### config.mk
export PLATFORM = sky130hd
export DESIGN_NAME = radio_meter_calibration_top_flat
export DESIGN_NICKNAME = d
export VERILOG_FILES = /design/src/rtl/core/rmc_pkg.sv /design/src/rtl/core/rmc_if.sv /design/src/rtl/core/radio_meter_calibration_top.sv /design/src/flat_wrapper.sv
export SDC_FILE = /design/constraint.sdc
export NUM_CORES = 2
export LEC_CHECK = 0
export BUFFER_PORTS_ARGS = -buffer_cell sky130_fd_sc_hd__buf_4
export CELL_PAD_IN_SITES_DETAIL_PLACEMENT = 0
export CELL_PAD_IN_SITES_GLOBAL_PLACEMENT = 2
export CORE_MARGIN = 2
export CORE_UTILIZATION = 40
export CTS_CLUSTER_DIAMETER = 80
export DETAILED_ROUTE_END_ITERATION = 6
export PLACE_DENSITY = 0.76
export SLEW_MARGIN = 20
export SYNTH_ARGS = -nofsm -noshare
export SYNTH_HDL_FRONTEND = slang
export SYNTH_SLANG_ARGS = --single-unit
### constraint.sdc
create_clock -name i_clk -period 19.1 [get_ports i_clk]
set_input_delay 2.865 -clock i_clk [delete_from_list [all_inputs] [get_ports i_clk]]
set_output_delay 2.865 -clock i_clk [all_outputs]
set_load 0.005 [all_outputs]
### src/rtl/core/rmc_pkg.sv
// Radio meter calibration package: meter kind codes, breakpoint table type,
// per-segment reciprocal constants and the calibration breakpoint tables.
// No dependencies.
package rmc_pkg;

    localparam logic [1:0] KIND_SMETER = 2'd0;
    localparam logic [1:0] KIND_SWR    = 2'd1;
    localparam logic [1:0] KIND_ALC    = 2'd2;
    localparam logic [1:0] KIND_PWR    = 2'd3;

    localparam int NUM_KINDS = 4;
    localparam int NUM_BP    = 12;
    localparam int BP_IDX_W  = $clog2(NUM_BP);

    // quotient = (num * recip) >> RECIP_SHIFT, exact for num < 2**17
    localparam int          RECIP_SHIFT = 34;
    localparam logic [63:0] RECIP_ONE   = 64'd1 << RECIP_SHIFT;

    localparam logic [31:0] RECIP_8   = 32'((RECIP_ONE + 64'd7) / 64'd8);
    localparam logic [31:0] RECIP_9   = 32'((RECIP_ONE + 64'd8) / 64'd9);
    localparam logic [31:0] RECIP_17  = 32'((RECIP_ONE + 64'd16) / 64'd17);
    localparam logic [31:0] RECIP_24  = 32'((RECIP_ONE + 64'd23) / 64'd24);
    localparam logic [31:0] RECIP_95  = 32'((RECIP_ONE + 64'd94) / 64'd95);
    localparam logic [31:0] RECIP_48  = 32'((RECIP_ONE + 64'd47) / 64'd48);
    localparam logic [31:0] RECIP_52  = 32'((RECIP_ONE + 64'd51) / 64'd52);
    localparam logic [31:0] RECIP_54  = 32'((RECIP_ONE + 64'd53) / 64'd54);
    localparam logic [31:0] RECIP_306 = 32'((RECIP_ONE + 64'd305) / 64'd306);
    localparam logic [31:0] RECIP_128 = 32'((RECIP_ONE + 64'd127) / 64'd128);
    localparam logic [31:0] RECIP_214 = 32'((RECIP_ONE + 64'd213) / 64'd214);
    localparam logic [31:0] RECIP_296 = 32'((RECIP_ONE + 64'd295) / 64'd296);

    // recip belongs to the segment that ends at this breakpoint;
    // it is 1/span for the S-meter and 1/(2*span) for the rounded kinds
    typedef struct packed {
        logic [7:0]        raw;
        logic signed [9:0] val;
        logic [31:0]       recip;
    } t_bp;

    typedef t_bp t_bp_row [NUM_BP];

    localparam t_bp BP_TAB [NUM_KINDS][NUM_BP] = '{
        '{  // S-meter, dB re S9
            '{8'd0,   -10'sd60, 32'd0},
            '{8'd17,  -10'sd54, RECIP_17},
            '{8'd25,  -10'sd48, RECIP_8},
            '{8'd34,  -10'sd42, RECIP_9},
            '{8'd51,  -10'sd36, RECIP_17},
            '{8'd68,  -10'sd30, RECIP_17},
            '{8'd85,  -10'sd24, RECIP_17},
            '{8'd102, -10'sd18, RECIP_17},
            '{8'd119, -10'sd12, RECIP_17},
            '{8'd136, -10'sd6,  RECIP_17},
            '{8'd160, 10'sd0,   RECIP_24},
            '{8'd255, 10'sd60,  RECIP_95}
        },
        '{  // SWR, hundredths
            '{8'd12,  10'sd100, 32'd0},
            '{8'd39,  10'sd135, RECIP_54},
            '{8'd65,  10'sd150, RECIP_52},
            '{8'd89,  10'sd200, RECIP_48},
            '{8'd242, 10'sd500, RECIP_306},
            '{8'd255, 10'sd500, 32'd0},
            '{8'd255, 10'sd500, 32'd0},
            '{8'd255, 10'sd500, 32'd0},
            '{8'd255, 10'sd500, 32'd0},
            '{8'd255, 10'sd500, 32'd0},
            '{8'd255, 10'sd500, 32'd0},
            '{8'd255, 10'sd500, 32'd0}
        },
        '{  // ALC, percent
            '{8'd0,   10'sd0,   32'd0},
            '{8'd64,  10'sd100, RECIP_128},
            '{8'd255, 10'sd100, 32'd0},
            '{8'd255, 10'sd100, 32'd0},
            '{8'd255, 10'sd100, 32'd0},
            '{8'd255, 10'sd100, 32'd0},
            '{8'd255, 10'sd100, 32'd0},
            '{8'd255, 10'sd100, 32'd0},
            '{8'd255, 10'sd100, 32'd0},
            '{8'd255, 10'sd100, 32'd0},
            '{8'd255, 10'sd100, 32'd0},
            '{8'd255, 10'sd100, 32'd0}
        },
        '{  // RF power, percent
            '{8'd0,   10'sd0,   32'd0},
            '{8'd148, 10'sd50,  RECIP_296},
            '{8'd255, 10'sd100, RECIP_214},
            '{8'd255, 10'sd100, 32'd0},
            '{8'd255, 10'sd100, 32'd0},
            '{8'd255, 10'sd100, 32'd0},
            '{8'd255, 10'sd100, 32'd0},
            '{8'd255, 10'sd100, 32'd0},
            '{8'd255, 10'sd100, 32'd0},
            '{8'd255, 10'sd100, 32'd0},
            '{8'd255, 10'sd100, 32'd0},
            '{8'd255, 10'sd100, 32'd0}
        }
    };

    // index of the last real breakpoint per kind
    localparam logic [BP_IDX_W-1:0] BP_LAST [NUM_KINDS] = '{
        BP_IDX_W'(11), BP_IDX_W'(4), BP_IDX_W'(1), BP_IDX_W'(2)
    };

endpackage

### src/rtl/core/rmc_if.sv
// Valid/ready channel interfaces for the radio meter calibration block:
// request channel (kind, raw byte) and result channel (calibrated value).
// Depends on rmc_pkg.
interface rmc_in_if import rmc_pkg::*; ();
    logic       valid;
    logic       ready;
    logic [1:0] req_type;
    logic [7:0] raw_reading;

    modport source (output valid, output req_type, output raw_reading, input ready);
    modport sink   (input valid, input req_type, input raw_reading, output ready);
endinterface

interface rmc_out_if import rmc_pkg::*; ();
    logic              valid;
    logic              ready;
    logic signed [9:0] meter_value;
    logic [3:0]        s_unit;
    logic [5:0]        over_s9_db;

    modport source (output valid, output meter_value, output s_unit, output over_s9_db,
                    input ready);
    modport sink   (input valid, input meter_value, input s_unit, input over_s9_db,
                    output ready);
endinterface

### src/rtl/core/radio_meter_calibration_top.sv
// Radio meter calibration: four-stage pipeline that maps a raw meter byte
// to a calibrated value by piecewise-linear interpolation.
// Depends on rmc_pkg and the rmc_in_if / rmc_out_if interfaces.
//
// Usage:
//   i_in  carries one request per transaction: req_type (0 S-meter, 1 SWR,
//         2 ALC, 3 RF power) and raw_reading.
//   o_out carries one result per request, in request order: meter_value,
//         s_unit and over_s9_db (the last two are zero except for S-meter).
//   A request is registered through r_s1, r_s2, r_s3 and r_s4 before
//   o_out.valid rises. One transaction per cycle is sustained while
//   o_out.ready stays high.
//   Stages: segment search and offsets, slope multiply, reciprocal
//   multiply for the segment division, S-unit / over-S9 rounding.
//   The reciprocal multiply (17 x 32 bits) sets the stage depth.
//   Reset clears all stage valid bits; no output is valid after reset.
//   When the receiver stalls the whole pipeline holds and i_in.ready drops
//   only while the output stage holds an untaken result; nothing is lost
//   or repeated.
module radio_meter_calibration_top
    import rmc_pkg::*;
(
    input  logic     i_clk,
    input  logic     i_rst_n,
    rmc_in_if.sink   i_in,
    rmc_out_if.source o_out
);

    logic w_en;

    // stage 1: segment select
    logic                r_s1_v;
    logic [1:0]          r_s1_kind;
    logic signed [9:0]   r_s1_base;
    logic [7:0]          r_s1_diff;
    logic [8:0]          r_s1_d;
    logic [7:0]          r_s1_span;
    logic [31:0]         r_s1_recip;

    logic signed [9:0]   n_s1_base;
    logic [7:0]          n_s1_diff;
    logic [8:0]          n_s1_d;
    logic [7:0]          n_s1_span;
    logic [31:0]         n_s1_recip;

    // stage 2: numerator
    logic                r_s2_v;
    logic [1:0]          r_s2_kind;
    logic signed [9:0]   r_s2_base;
    logic [16:0]         r_s2_num;
    logic [31:0]         r_s2_recip;
    logic [16:0]         n_s2_num;

    // stage 3: quotient and value
    logic                r_s3_v;
    logic [1:0]          r_s3_kind;
    logic signed [9:0]   r_s3_val;
    logic signed [9:0]   n_s3_val;

    // stage 4: output
    logic                r_s4_v;
    logic signed [9:0]   r_s4_val;
    logic [3:0]          r_s4_su;
    logic [5:0]          r_s4_over;
    logic [3:0]          n_s4_su;
    logic [5:0]          n_s4_over;

    assign w_en       = !r_s4_v || o_out.ready;
    assign i_in.ready = w_en;

    always_comb begin
        logic [BP_IDX_W-1:0] cnt;
        t_bp                 lo;
        t_bp                 hi;
        t_bp                 first;
        t_bp                 last;
        logic signed [9:0]   dv;
        cnt   = BP_IDX_W'(1);
        for (int k = 1; k < NUM_BP - 1; k++) begin
            cnt = cnt + BP_IDX_W'(i_in.raw_reading > BP_TAB[i_in.req_type][k].raw);
        end
        first = BP_TAB[i_in.req_type][0];
        last  = BP_TAB[i_in.req_type][BP_LAST[i_in.req_type]];
        hi    = BP_TAB[i_in.req_type][cnt];
        lo    = BP_TAB[i_in.req_type][cnt - BP_IDX_W'(1)];
        dv    = hi.val - lo.val;
        if (i_in.raw_reading <= first.raw) begin
            n_s1_base  = first.val;
            n_s1_diff  = '0;
            n_s1_d     = '0;
            n_s1_span  = '0;
            n_s1_recip = '0;
        end else if (i_in.raw_reading >= last.raw) begin
            n_s1_base  = last.val;
            n_s1_diff  = '0;
            n_s1_d     = '0;
            n_s1_span  = '0;
            n_s1_recip = '0;
        end else begin
            n_s1_base  = lo.val;
            n_s1_diff  = i_in.raw_reading - lo.raw;
            n_s1_d     = dv[8:0];
            n_s1_span  = hi.raw - lo.raw;
            n_s1_recip = hi.recip;
        end
    end

    always_comb begin
        logic [16:0] prod;
        prod = 17'(r_s1_diff) * 17'(r_s1_d);
        if (r_s1_kind == KIND_SMETER) begin
            n_s2_num = prod;
        end else begin
            n_s2_num = {prod[15:0], 1'b0} + 17'(r_s1_span);
        end
    end

    always_comb begin
        logic [48:0] prod;
        prod     = 49'(r_s2_num) * 49'(r_s2_recip);
        n_s3_val = r_s2_base + $signed({1'b0, prod[RECIP_SHIFT+8:RECIP_SHIFT]});
    end

    always_comb begin
        logic [6:0]  x;
        logic [12:0] m6;
        logic [4:0]  q6;
        logic [6:0]  y;
        logic [14:0] m10;
        logic [3:0]  q10;
        x   = 7'(10'sd3 - r_s3_val);
        m6  = 13'(x) * 13'd43;       // floor(x/6) for x < 128
        q6  = m6[12:8];
        y   = 7'(r_s3_val + 10'sd5);
        m10 = 15'(y) * 15'd205;      // floor(y/10) for y < 128
        q10 = m10[14:11];
        n_s4_su   = '0;
        n_s4_over = '0;
        if (r_s3_kind == KIND_SMETER) begin
            if (r_s3_val[9]) begin
                n_s4_su = (q6 > 5'd9) ? 4'd0 : 4'(5'd9 - q6);
            end else begin
                n_s4_su   = 4'd9;
                n_s4_over = 6'(q10) * 6'd10;
            end
        end
    end

    always_ff @(posedge i_clk) begin
        if (!i_rst_n) begin
            r_s1_v <= 1'b0;
            r_s2_v <= 1'b0;
            r_s3_v <= 1'b0;
            r_s4_v <= 1'b0;
        end else if (w_en) begin
            r_s1_v <= i_in.valid;
            r_s2_v <= r_s1_v;
            r_s3_v <= r_s2_v;
            r_s4_v <= r_s3_v;
        end
    end

    always_ff @(posedge i_clk) begin
        if (w_en) begin
            r_s1_kind  <= i_in.req_type;
            r_s1_base  <= n_s1_base;
            r_s1_diff  <= n_s1_diff;
            r_s1_d     <= n_s1_d;
            r_s1_span  <= n_s1_span;
            r_s1_recip <= n_s1_recip;

            r_s2_kind  <= r_s1_kind;
            r_s2_base  <= r_s1_base;
            r_s2_num   <= n_s2_num;
            r_s2_recip <= r_s1_recip;

            r_s3_kind  <= r_s2_kind;
            r_s3_val   <= n_s3_val;

            r_s4_val   <= r_s3_val;
            r_s4_su    <= n_s4_su;
            r_s4_over  <= n_s4_over;
        end
    end

    assign o_out.valid       = r_s4_v;
    assign o_out.meter_value = r_s4_val;
    assign o_out.s_unit      = r_s4_su;
    assign o_out.over_s9_db  = r_s4_over;

endmodule
### src/flat_wrapper.sv
// flat-port wrapper written by rule: the top's interface ports become plain ports
module radio_meter_calibration_top_flat import rmc_pkg::*;
  (i_clk, i_rst_n, i_in_valid, i_in_req_type, i_in_raw_reading, i_in_ready, o_out_valid, o_out_meter_value, o_out_s_unit, o_out_over_s9_db, o_out_ready);
  rmc_in_if i_in_i ();
  rmc_out_if o_out_i ();
  input  logic i_clk;
  input  logic i_rst_n;
  input wire logic [$bits(i_in_i.valid)-1:0] i_in_valid;
  input wire logic [$bits(i_in_i.req_type)-1:0] i_in_req_type;
  input wire logic [$bits(i_in_i.raw_reading)-1:0] i_in_raw_reading;
  output wire logic [$bits(i_in_i.ready)-1:0] i_in_ready;
  output wire logic [$bits(o_out_i.valid)-1:0] o_out_valid;
  output wire logic [$bits(o_out_i.meter_value)-1:0] o_out_meter_value;
  output wire logic [$bits(o_out_i.s_unit)-1:0] o_out_s_unit;
  output wire logic [$bits(o_out_i.over_s9_db)-1:0] o_out_over_s9_db;
  input wire logic [$bits(o_out_i.ready)-1:0] o_out_ready;
  assign i_in_i.valid = i_in_valid;
  assign i_in_i.req_type = i_in_req_type;
  assign i_in_i.raw_reading = i_in_raw_reading;
  assign i_in_ready = i_in_i.ready;
  assign o_out_valid = o_out_i.valid;
  assign o_out_meter_value = o_out_i.meter_value;
  assign o_out_s_unit = o_out_i.s_unit;
  assign o_out_over_s9_db = o_out_i.over_s9_db;
  assign o_out_i.ready = o_out_ready;
  radio_meter_calibration_top u_core (.i_clk(i_clk), .i_rst_n(i_rst_n), .i_in(i_in_i), .o_out(o_out_i));
endmodule
=== Yosys cells after proc, flatten, opt, wreduce, memory -nomap -nowiden ===
Cells that the tools add are included.

* Flip-flop bits (word level): 166
* Bits of input ports: 14
* Output and inout port bits: 22
* Word-level logic and storage cells: 95

* Add/sub/neg operators: 19
* Multiply operators: 5
* $lt $le $gt $ge: 17
* Mux-type cells: 20
* Bitwise logic cells: 6
* Reduce and logical (&&, ||, !) cells: 7

{| class="wikitable"
|+ Operators by type and width
! kind !! number
|-
| $bmux W600 S2 || 1
|-
| $mux W600 || 2
|-
| $bmux W50 S4 || 3
|-
| $mux W50 || 6
|-
| $gt A8 B8 Y1 || 10
|-
| $mul A17 B32 Y43 || 1
|-
| $add A4 B1 Y4 || 9
|-
| $mux W10 || 2
|-
| $add A17 B8 Y17 || 1
|-
| $mul A8 B9 Y17 || 1
|-
| $mux W17 || 1
|-
| $mux W4 || 4
|-
| $sub A8 B8 Y8 || 2
|-
| $ge A5 B5 Y1 const B || 3
|-
| $mul A7 B8 Y15 const B || 1
|-
| $not A4 Y5 || 3
|-
| $mul A7 B6 Y13 const B || 1
|-
| $add A10 B10 Y10 || 1
|-
| $sub A9 B9 Y9 || 1
|-
| $bmux W4 S2 || 1
|-
| $ge A8 B8 Y1 || 1
|-
| $le A8 B8 Y1 || 1
|-
| $add A7 B4 Y7 const B || 1
|-
| $sub A3 B7 Y7 const A || 1
|-
| other kinds (13) || 16
|}

=== Longest topological paths before layout ===
* Word-level depth: 22
* Depth in mapped cells: 40
* Mapped depth without buffers: 37

=== Least setup slack after synthesis ===
OpenSTA, ideal clock, no wires.

* Path type: input port to flip-flop
* Start point: in i_in_req_type[1]
* End point: reg u_core.r_s1_d[8], data pin
* Setup time: 0.265 ns
* Data arrival time: 10.756 ns
* Required time: 18.835 ns
* Setup slack: 8.079 ns
* Stages on the path: 38
* Path buffers: 4
* Cells stage by stage: clkinv_1 -> ha_1 -> clkbuf_1 -> inv_1 -> ha_1 -> o21bai_1 -> a21oi_1 -> o21bai_1 -> a21oi_1 -> o21bai_1 -> a21oi_1 -> o21a_1 -> fa_1 -> inv_1 -> fa_1 -> inv_1 -> fa_1 -> inv_1 -> [... 2 more ...] -> clkinv_1 -> clkbuf_1 -> buf_1 -> ha_1 -> clkinv_1 -> nand2_1 -> o21ai_0 -> a22oi_1 -> nor2_1 -> or2_2 -> fa_1 -> nor2b_1 -> o21ai_0 -> a21boi_0 -> o21ai_0 -> a21o_1 -> a211oi_1 -> nor3b_2

* Word-level cells in the longest chain between the ends: 21
* Elaborated cells between the ends (all ways): 44
* Classes of those cells: add/sub: 12; order compare: 12; mux: 15; bitwise: 4; reduce/logical: 1

{| class="wikitable"
|+ RTL lines
! element !! RTL line !! RTL
|-
| from (decl) || flat_wrapper.sv:9 || <nowiki>input wire logic [$bits(i_in_i.req_type)-1:0] i_in_req_type;</nowiki>
|-
| $not A2 Y3 (implied by the code) (*) || n/a ||
|-
| $bmux W600 S2 || n/a ||
|-
| $mux W600 (implied by the code) (2 in series) || radio_meter_calibration_top.sv:80 || <nowiki>cnt = cnt + BP_IDX_W'(i_in.raw_reading > BP_TAB[i_in.req_type][k].raw);</nowiki>
|-
| $gt A8 B8 Y1 || radio_meter_calibration_top.sv:80 ||
|-
| $add A1 B1 Y2 || radio_meter_calibration_top.sv:80 ||
|-
| $add A4 B1 Y4 (9 in series) || radio_meter_calibration_top.sv:80 ||
|-
| $sub A4 B1 Y4 || radio_meter_calibration_top.sv:85 || <nowiki>lo = BP_TAB[i_in.req_type][cnt - BP_IDX_W'(1)];</nowiki>
|-
| $not A4 Y5 (implied by the code) || radio_meter_calibration_top.sv:85 ||
|-
| $bmux W50 S4 || radio_meter_calibration_top.sv:85 ||
|-
| $mux W50 (implied by the code) (2 in series) || radio_meter_calibration_top.sv:85 ||
|-
| $sub A9 B9 Y9 || radio_meter_calibration_top.sv:86 || <nowiki>dv = hi.val - lo.val;</nowiki>
|-
| to (signal assigned) || radio_meter_calibration_top.sv:168 || <nowiki>r_s1_d <= n_s1_d;</nowiki>
|-
| to (decl) || radio_meter_calibration_top.sv:36 || <nowiki>logic [8:0] r_s1_d;</nowiki>
|}

Every way passes the cells marked *; elsewhere a longest branch is shown, timed or not. The select of a mux whose other input is x is not followed.
A chain may end at the register's enable or synchronous reset.

=== Worst setup path in the final report ===
Ends and elaborated chain as after synthesis.

==> results.md <==
- Part of the cycle the worst path needs: 65.1%
- Via count: 23,000
- Final hold violations: 0
- CTS root buf: clkbuf_16
- Post-Layout Cell Count: 4,306
- Ys Warns: 0
- Mapped cell area: 0.0305 mm²
- Setup TNS: 0 ps
- Share of layout cells above drive strength 1: 4.48%
- Dpl cell area: 0.0318 mm²
- Detailed Route WL: 86,600 µm
- # setup viols final: 0
- Reg2reg end: u_core.r_s3_val[8]$_DFFE_PP_
- Post-layout util: 42.8%
- Placer Congestion: 0.876
- CP max-delay cell: ha_1
- Worst Path Buf+Inv: 10
- Cell Rows: 101
- # hold bufs at CTS: 0
- Gr usage total: 22.9%
- Fmax: 0.0804 GHz
- Max cap viols: 0
- Die area: 0.0786 mm²
- H-tree levels: 4
- Slew @ Worst Pin: 1100 ps
- WL per Instance: 20.1 µm
- EDFF count, synth: 161
- Grt ovf: 0
- Flop2flop setup slack: 10,730 ps
- Finished Cell Area: 0.0324 mm²
- # IOs: 36
- Worst Path Required: 19,300 ps
- Initial antenna violation count: 0
- Clock skew: 18.7 ps
- Worst r2r path cells: 24
- Area growth, synth to finish: 6.16%
- Max-slew headroom: 26.8%
- DIE WIDTH: 280 µm
- Register area share after synthesis: 16.1%
- Worst-case clock buffer depth: 2
- Hold_sp: u_core.r_s2_kind[0]$_DFFE_PP_
- Net Count, Synth: 4,169
- RSZ-0062 raised after global routing: false
- DPL Wire Length: 64,500 µm
- Hold endpoint: u_core.r_s3_kind[0]$_DFFE_PP_
- Min cycle time layout: 12,430 ps
- Syn Area/Cell: 9.07 µm²
- Core area: 0.0757 mm²
- Post-CTS sizing: 0
- WS Path Type: input port to flop
- Layout Nets: 4,117
- Initial DRC count: 1,320
- Outcome: finished, final reports clean
- Clock transition at path regs: 80 ps
- Critical path endpoint category: flop
- Skew-Pair Late Insertion Delay: 460 ps
- Ys async rst share: 0%
- Crit-path max cell delay: 770 ps
- FF+latch count, synth: 165
- Critical Path AT: 12,630 ps
- Fin. max-slew vios: 0
- Hold Path Stages: 0
- Final ANT Viol Nets: 0
- CP Launch Type: input port
- First-pass DRT Iterations: 5
- Hold Crit Class: flop to flop
- DIE HEIGHT: 280 µm
- Largest net degree at the start of global routing: 90
- Number of buffers created by CTS: 17
- Vias in the first global route: 24,500
- CTS tree: built
- Port Buffers: 34
- Synthesized instance count: 3,366
- Crit Path Max Fanout: 56
- Clk sinks: 165
- CP top delay family: adder cells
- Yosys cell types: 86
- FF-to-FF Start: u_core.r_s2_recip[12]$_DFFE_PP_
- First-pass GRT wire length: 139,000 µm
- # DRC: 0
- Inst Count DP: 4,273
- Post-CTS setup buffer count: 0
- Initial Utilization: 40.3%
- Post-synth top flop: edfxtp_1
- Via density: 5.33
==> routing by layer <==
metal	GRT usage [%]	up-vias	wire length, µm
met2	37.9	587	40900
met5	0	-	0
met4	7.13	0	2600
li1	-	10600	-
met3	2.94	147	4020
met1	31.4	11700	39100
==> registers in the layout, summed over array words and instances (netlist names) <==
name and flops:
u_core.o_out.valid 1, u_core.o_out.over_s9_db 5, u_core.r_s1_diff 8, u_core.r_s1_recip 32, u_core.r_s3_v 1, u_core.r_s3_kind 2
u_core.r_s2_base 10, u_core.r_s1_v 1, u_core.r_s2_kind 2, u_core.o_out.meter_value 10, u_core.r_s1_kind 2, u_core.r_s1_base 10
u_core.r_s2_v 1, u_core.r_s1_span 8, u_core.r_s2_recip 32, u_core.o_out.s_unit 4, u_core.r_s2_num 17, u_core.r_s3_val 10
u_core.r_s1_d 9
==> worst max-delay path by stage <==
stage,end,start,cells after the start
6_report,u_core.r_s1_d[8]$_SDFFCE_PP0P_,i_in_req_type[1],37
3_3_place_gp,u_core.r_s1_d[8]$_SDFFCE_PP0P_,i_in_req_type[1],36
3_5_place_dp,u_core.r_s1_d[8]$_SDFFCE_PP0P_,i_in_req_type[1],37
4_1_cts,u_core.r_s1_d[8]$_SDFFCE_PP0P_,i_in_req_type[1],37
2_1_floorplan,u_core.r_s1_d[8]$_SDFFCE_PP0P_,i_in_req_type[1],38
5_1_grt,u_core.r_s1_d[8]$_SDFFCE_PP0P_,i_in_req_type[1],35
==> cells by family (layout without fill, tap and decap cells) <==
group | count (synthesis) | in the layout | share of synthesized area [%]
multiplexers | 16 | 16 | 0.545
buffers and inverters | 828 | 789 | 10.2
flip-flops | 165 | 165 | 16.1
adder cells (fa/ha/maj) | 789 | 789 | 44.6
XOR/XNOR | 78 | 78 | 2.45
AND/OR/NAND/NOR | 1020 | 1020 | 15.8
AO/OA/AOI/OAI | 469 | 469 | 10.3
other | 1 | 2 | 0.0123
==> cell type report <==
| type | instances | area (µm²) |
|---|---|---|
| clock buffer | 17 | 425 |
| inverter | 675 | 2540 |
| sequential | 165 | 4910 |
| clock inverter | 15 | 186 |
| antenna | 1 | 2.50 |
| multi-input combinational | 2373 | 22500 |
| timing repair buffer | 82 | 616 |
| fill | 7477 | 43300 |
| tap | 978 | 1220 |
==> cells in the mapped netlist, types with 7 or more instances <==
master     number  area share [%]
inv_1         671             8.2
nand2_1       506             6.2
fa_1          501              33
ha_1          288              12
and2_1        209             4.3
edfxtp_1      161              16
clkbuf_1      140             1.7
a21oi_1       119             2.0
nor2_1        118             1.5
o21ai_0        98             1.6
xnor2_1        45             1.3
nand3_1        41            0.67
a21o_1         39            0.96
nor2b_1        29            0.59
nor3_1         27            0.44
xor2_1         27            0.77
a211oi_1       22            0.54
a31oi_1        20            0.41
o211ai_1       18            0.44
nand4_1        17            0.35
o21a_1         16            0.39
nand2b_1       14            0.29
o21bai_1       14            0.34
o22ai_1        14            0.29
and3_1         13            0.27
o31ai_1        13            0.32
mux2i_1        11            0.36
or3_1          10            0.20
or2_2           9            0.18
a2111oi_0       8            0.23
o221ai_1        8            0.23
o311ai_0        7            0.20
==> through the flow <==
stage          hold slack, ps  setup slack (ps)
6_report                  413              6670
5_1_grt                   428              5930
4_1_cts                   418              6740
3_5_place_dp              405              6290
3_3_place_gp              401              6290
2_1_floorplan             400              8080
==> placed cells by master (no fill, tap or decap), drive strengths merged, types with 27 or more instances in the layout <==
cell type / Yosys / layout
inv: 672 / 678
nand2: 506 / 506
fa: 501 / 501
ha: 288 / 288
and2: 209 / 209
edfxtp: 161 / 161
a21oi: 120 / 120
nor2: 118 / 118
o21ai: 99 / 99
buf: 13 / 82
xnor2: 48 / 48
nand3: 41 / 41
a21o: 39 / 39
nor2b: 29 / 29
nor3: 28 / 28
xor2: 27 / 27
Power is left out: the tool's default activity adds up to more than one toggle a clock period on the data nets, which glitch-free logic cannot reach.
